### src/rtl/nni_pkg.sv
// Shared types and constants for the nearest-neighbor image scaler.
package nni_pkg;

  localparam int W_W   = 13;
  localparam int PCT_W = 10;
  localparam int OW_W  = 16;
  localparam int TOT_W = 26;
  localparam int Q_W   = 13;
  localparam int QS_W  = 7;
  localparam int X_W   = 23;
  localparam int RCP_W = 26;
  localparam int RCP_SH = 32;
  localparam logic [RCP_W-1:0] RECIP_100 = RCP_W'(42949673);
  localparam logic [6:0] STEP_DIVIDEND = 7'd100;

  localparam logic [1:0] REG_SRC_WIDTH  = 2'd0;
  localparam logic [1:0] REG_SRC_HEIGHT = 2'd1;
  localparam logic [1:0] REG_BPP        = 2'd2;
  localparam logic [1:0] REG_SCALE      = 2'd3;

  typedef struct packed {
    logic [W_W-1:0]   w;
    logic [W_W-1:0]   h;
    logic [PCT_W-1:0] pct;
    logic [31:0]      mask;
    logic [TOT_W-1:0] total;
    logic [OW_W-1:0]  ow;
    logic [OW_W-1:0]  oh;
    logic [QS_W-1:0]  q0;
    logic [PCT_W-1:0] r0;
  } nni_cfg_t;

  typedef struct packed {
    logic        is_emit;
    logic [31:0] pixel;
  } nni_req_t;

endpackage

### src/rtl/nni_front.sv
// Request intake, classification and a two-entry request queue.
module nni_front import nni_pkg::*; (
  input  logic        clk,
  input  logic        rst,
  input  logic        start,
  input  logic        req_type,
  input  logic [31:0] pixel_in,
  input  logic        hold,
  input  nni_cfg_t    cfg,
  output logic        busy,
  output logic        q_valid,
  output nni_req_t    q_head
);
  nni_req_t   slot [2];
  logic [1:0] count;
  logic       rd_ptr, wr_ptr;
  logic       push, pop;

  assign busy = hold || (count == 2'd2);
  assign push = start && !busy;
  assign q_valid = (count != 2'd0);
  assign pop = q_valid;
  assign q_head = slot[rd_ptr];

  always_ff @(posedge clk) begin
    if (push) begin
      slot[wr_ptr].is_emit <= req_type;
      slot[wr_ptr].pixel <= req_type ? 32'd0 : (pixel_in & cfg.mask);
    end
    if (rst) begin
      count <= '0;
      rd_ptr <= 1'b0;
      wr_ptr <= 1'b0;
    end else begin
      if (push) wr_ptr <= !wr_ptr;
      if (pop) rd_ptr <= !rd_ptr;
      count <= count + 2'(push) - 2'(pop);
    end
  end
endmodule

### config.mk
export PLATFORM = sky130hd
export DESIGN_NAME = nni_front
export DESIGN_NICKNAME = d
export VERILOG_FILES = /design/src/rtl/nni_pkg.sv /design/src/rtl/nni_front.sv
export SDC_FILE = /design/constraint.sdc
export NUM_CORES = 1
export LEC_CHECK = 0
export BUFFER_PORTS_ARGS = -buffer_cell sky130_fd_sc_hd__buf_2
export CAP_MARGIN = 25
export CORE_AREA = 2 2 84 86
export CTS_BUF_LIST = sky130_fd_sc_hd__clkbuf_8
export CTS_CLUSTER_DIAMETER = 30
export DETAILED_ROUTE_END_ITERATION = 8
export DIE_AREA = 0 0 86 88
export PLACE_DENSITY = 0.93
export SYNTH_ARGS = -nofsm -noshare
export SYNTH_HDL_FRONTEND = slang
export SYNTH_SLANG_ARGS = --single-unit
### constraint.sdc
create_clock -name clk -period 6.6 [get_ports clk]
set_input_delay 1.32 -clock clk [delete_from_list [all_inputs] [get_ports clk]]
set_output_delay 1.32 -clock clk [all_outputs]
set_load 0.005 [all_outputs]
Yosys cells after proc, flatten, opt, wreduce, memory -nomap -nowiden --
Memories as Yosys holds them, arrays and structs flattened. A register that Yosys moved wholly into a read port is not among the register bits. Cells that the tools add are included.
Word-level totals: bits in registers 4, memory bits (writable) 66, bits of input ports 180, output and inout port bits 35, logic and storage cells 19, memories 1
Memory list:
- slot | words 2, bits a word 33, read ports 1, clocked after memory_dff 1, write ports 1, line nni_front.sv:14 | nni_req_t slot [2];
Operators by class: $add $sub $neg 2, equal/unequal tests 1, multiplexer cells 5, bitwise operators 1, reductions and logical operators 6
Operators by type and width (count):
- 32-bit AND | 1
- 32-bit two-way mux | 1
- 1-bit two-way mux | 4
- 1-bit zero test | 3
- 2-bit by 1-bit adder with 2-bit output | 1
- 2-bit equality test (second input constant) | 1
- 2-bit nonzero test | 1
- 2-bit by 1-bit subtractor with 2-bit output | 1
- 1-bit logical AND | 1
- 1-bit logical OR | 1

Depth between registers and ports, before layout --
depth in word-level cells 6, depth in mapped cells 3

Worst setup path before layout --
OpenSTA, ideal clock, no wires.
path kind input-to-reg, start point in hold, end point mem slot[1][0] (netlist bit) (enable), library setup time 471 ps, arrival time 3952 ps, required time 6129 ps, setup slack 2177 ps, stages on the path 2, cell sequence nand2b_1 -> nor3b_1
On the way: longest elaborated chain between the ends 5
Ends and longest elaborated chain:
- from (decl) | line nni_front.sv:8 | input logic hold,
- 1-bit logical OR | line nni_front.sv:19 | assign busy = hold || (count == 2'd2);
- 1-bit zero test | line nni_front.sv:20 | assign push = start && !busy;
- 1-bit logical AND | line nni_front.sv:20
- 1-bit two-way mux | line nni_front.sv:26 | if (push) begin
- 1-bit two-way mux | line nni_front.sv:28 | slot[wr_ptr].pixel <= req_type ? 32'd0 : (pixel_in & cfg.mask);
- to (decl) | line nni_front.sv:14
Every way passes these cells.

==> parameters.txt <==
Parameter                              Value

Yosys
  Net Count, Synth    around 370
  Gate count of the mapped netlist    approximately 190
  Number of library cell types mapped by synthesis    17
  Post-synthesis sequential area ratio    73.63%
  Flip-flop and latch count after synthesis    ~70
  Synth warnings    0
  Post-synthesis cell area    approximately 2800 sq um
  Synthesized area per cell    ~15 sq um

Setup path
  Worst Setup Start Kind    flip-flop
  Maximum fanout count along the critical path    18
  Critical path capture point type    output port
  Top cell family by delay on the critical path    flip-flops
  Slowest stage cell, crit path    dfxtp_1
  Worst Path Buf+Inv    2
  Worst r2r src    count[1]
  Register-to-register setup slack    around 4.7 ns
  Worst Path Arrival    approximately 2.0 ns
  Delay contributed by the slowest stage of the critical path    about 0.77 ns
  Length in cells of the worst reg-to-reg path    4
  Critical path class    reg2out
  Worst Path Required    approximately 5.3 ns
  Capturing point of the worst reg2reg path    slot[0][23]
  Crit path cell chain    buf_4, mux2_1, buf_2

Clock tree
  Clock transition at the register clock pins on the worst setup and hold paths after CTS    about 0.060 ns
  CTS-repair resized insts    0
  Number of sinks handled by clock tree synthesis    71
  Clock root buffer    clkbuf_8
  Number of setup buffers added after CTS    0
  Skew-Pair Late Insertion Delay    approximately 0.33 ns
  Number of levels in the clock H-tree    3
  CTS Buf Count    9
  Hold-fix buffer count after cts    0
  CTS tree    yes
  Clock tree buffer depth    2

Placement
  Total cell area at the placement stage    3443 sq um
  Final RePlAce weighted congestion    about 0.71
  Port Buffer Count    about 100
  Number of instances in the placed design    approximately 370
  Placed wire-length estimate after detailed placement    ~3.9 mm

GRT
  GR Overflow Total    0
  Total routing resource utilization after global routing    between 10% and 20%
  Vias in the first global route    between 1,500 and 2,000
  Global-route wire length before repair    8.328 mm
  Number of antenna violations at the first check in global routing    0
  Maximum number of pins on one net before global-route repair    35

Min path
  Hold path startpoint    count[1]
  Hold Path Class    reg2reg
  Terminating pin of the worst hold path    count[1]
  Hold path depth    2

Floorplanning
  Site Rows    30
  Die Y    slightly below 90 um
  Core Footprint    6644 sq um
  Ports    approximately 220
  Chip width    between 80 and 90 um
  Floorplan die area    7568 sq um
  Starting density of the core    approximately 43%

Cells and area
  Fraction of final layout cells with drive strength greater than 1    39.09%
  Most frequent cells in the layout    103 x buf_2, 66 x edfxtp_1, 35 x nor2_1
  Final Util    between 50% and 60%
  Cell area after layout    about 3600 sq um
  Number of antenna repair diodes    0
  Non-filler cells, final    about 390
  Most common cell after layout, fill and taps aside    buf_2
  Area overhead of the layout relative to synthesis    28.05%
  Fin nets    roughly 480

Timing
  Count of final hold-check violations    0
  Actual slew at the worst max-slew pin    between 0.7 and 0.8 ns
  Post-route clock period utilization    between 50% and 60%
  Number of max-slew violations in the final report    0
  Fin Hold WS    around 0.48 ns
  FMAX    around 300 MHz
  Worst slew slack as a fraction of its limit    a little over half
  Time the worst path needs with I/O delays and setup    3.324 ns
  Final worst clock skew    0.005909 ns
  Total Negative Setup Slacks    0 ns
  RSZ-0062 raised after global routing    false
  Final setup fails    0

Route
  Final ANT Viol Nets    0
  Drt wl/cell    14.37 um
  Vias post-DR    1,820
  Starting DRT DRC Count    76
  Number of DRC violations after detailed routing    0
  Final wirelength    between 5 and 6 mm
  Detailed-routing iteration count for the pre-antenna-repair pass    5
  Avg Vias per Cell    about 4.7

Power and ir drop
  Power Dens Cells    248.5 nW/um^2
  Max IR drop VDD    between 0.1 and 0.15 mV
  Leakage component of the power    about 1.5 nW

Run
  Count of max-cap constraint violations    0

Outcome
  Outcome    finished, final reports clean
==> through the flow <==
stage	power, mW	worst slack, ns
after floorplan	0.5564	2.177
after global routing	0.9431	3.117
after global placement	0.5966	3.192
final	0.8997	3.276
after CTS	0.9117	3.222
after detailed placement	0.6007	3.481
==> how the worst max path moves through the flow <==
stage / startpoint / to / slack [ns] / cells after the start
after floorplan: hold / slot[1][0] / 2.18 / 2
final: flip-flop / q_head[0] / 3.28 / 3
after detailed placement: hold / slot[0][17] / 3.48 / 5
after CTS: flip-flop / q_head[0] / 3.22 / 3
after global routing: flip-flop / q_head[12] / 3.12 / 3
after global placement: hold / slot[1][12] / 3.19 / 4
==> report_power, final <==
group | switching (mW) | internal [mW] | leakage, nW
Clock | 0.143 | 0.167 | 0.109
Sequential | 0.00541 | 0.506 | 0.670
Combinational | 0.0383 | 0.0398 | 0.740
==> layout make-up <==
class / instances / area [sq um]
fill: 574 / 3023
sequential: 71 / 2082
multi-input combinational: 112 / 708.2
timing repair buffer: 107 / 549.3
clock buffer: 9 / 123.9
tap: 80 / 100.1
clock inverter: 7 / 53.80
inverter: 1 / 3.754
==> cells in the mapped netlist <==
cell type   n  area, sq um
or2_1       1        6.260
o21ai_0     1        5.000
mux2_1     33        371.6
nand2_1    33        123.9
nor3b_1     1        7.510
clkbuf_1    3        11.26
nor2_1     35        131.4
nand2b_1    3        18.77
inv_1       1        3.750
xnor2_1     1        8.760
or3_1       1        6.260
dfxtp_1     5        100.1
buf_4       3        22.52
a21oi_1     2        10.01
buf_2       1        5.000
nor2b_4     1        13.76
edfxtp_1   66         1982
==> cell families after synthesis <==
| group | Yosys count | synth area share [%] |
|---|---|---|
| buffers and inverters | 8 | 1.504 |
| xor gates and xnor gates | 1 | 0.3098 |
| DFF | 71 | 73.63 |
| and+or+nand+nor | 75 | 10.89 |
| AOI/OAI and AO/OA | 3 | 0.5308 |
| muxes | 33 | 13.14 |
==> sequential cells by signal, summed over array words and instances (netlist names), named ones only <==
| name | flops |
|---|---|
| slot | 66 |
| count | 2 |
| rd_ptr | 1 |
| wr_ptr | 1 |
==> metal layers <==
layer  global-route usage, %  part of all wire [%]  routed length, um  up-vias
met2                   25.23                    50               2767       85
met1                   17.11                    41               2268      835
li1                        -                     -                  -      898
met4                   5.772                  0.34                 19        0
met3                   6.692                   9.1                507        2
met5                       0                     0                  0        -
==> worst min-delay path, stage by stage, from the launching register on <==
cell	delay (ns)
dfxtp_1	0.33
nand2_1	0.07
nor2_1	0.04
No activity file was read; power rests on OpenSTA's default activity.
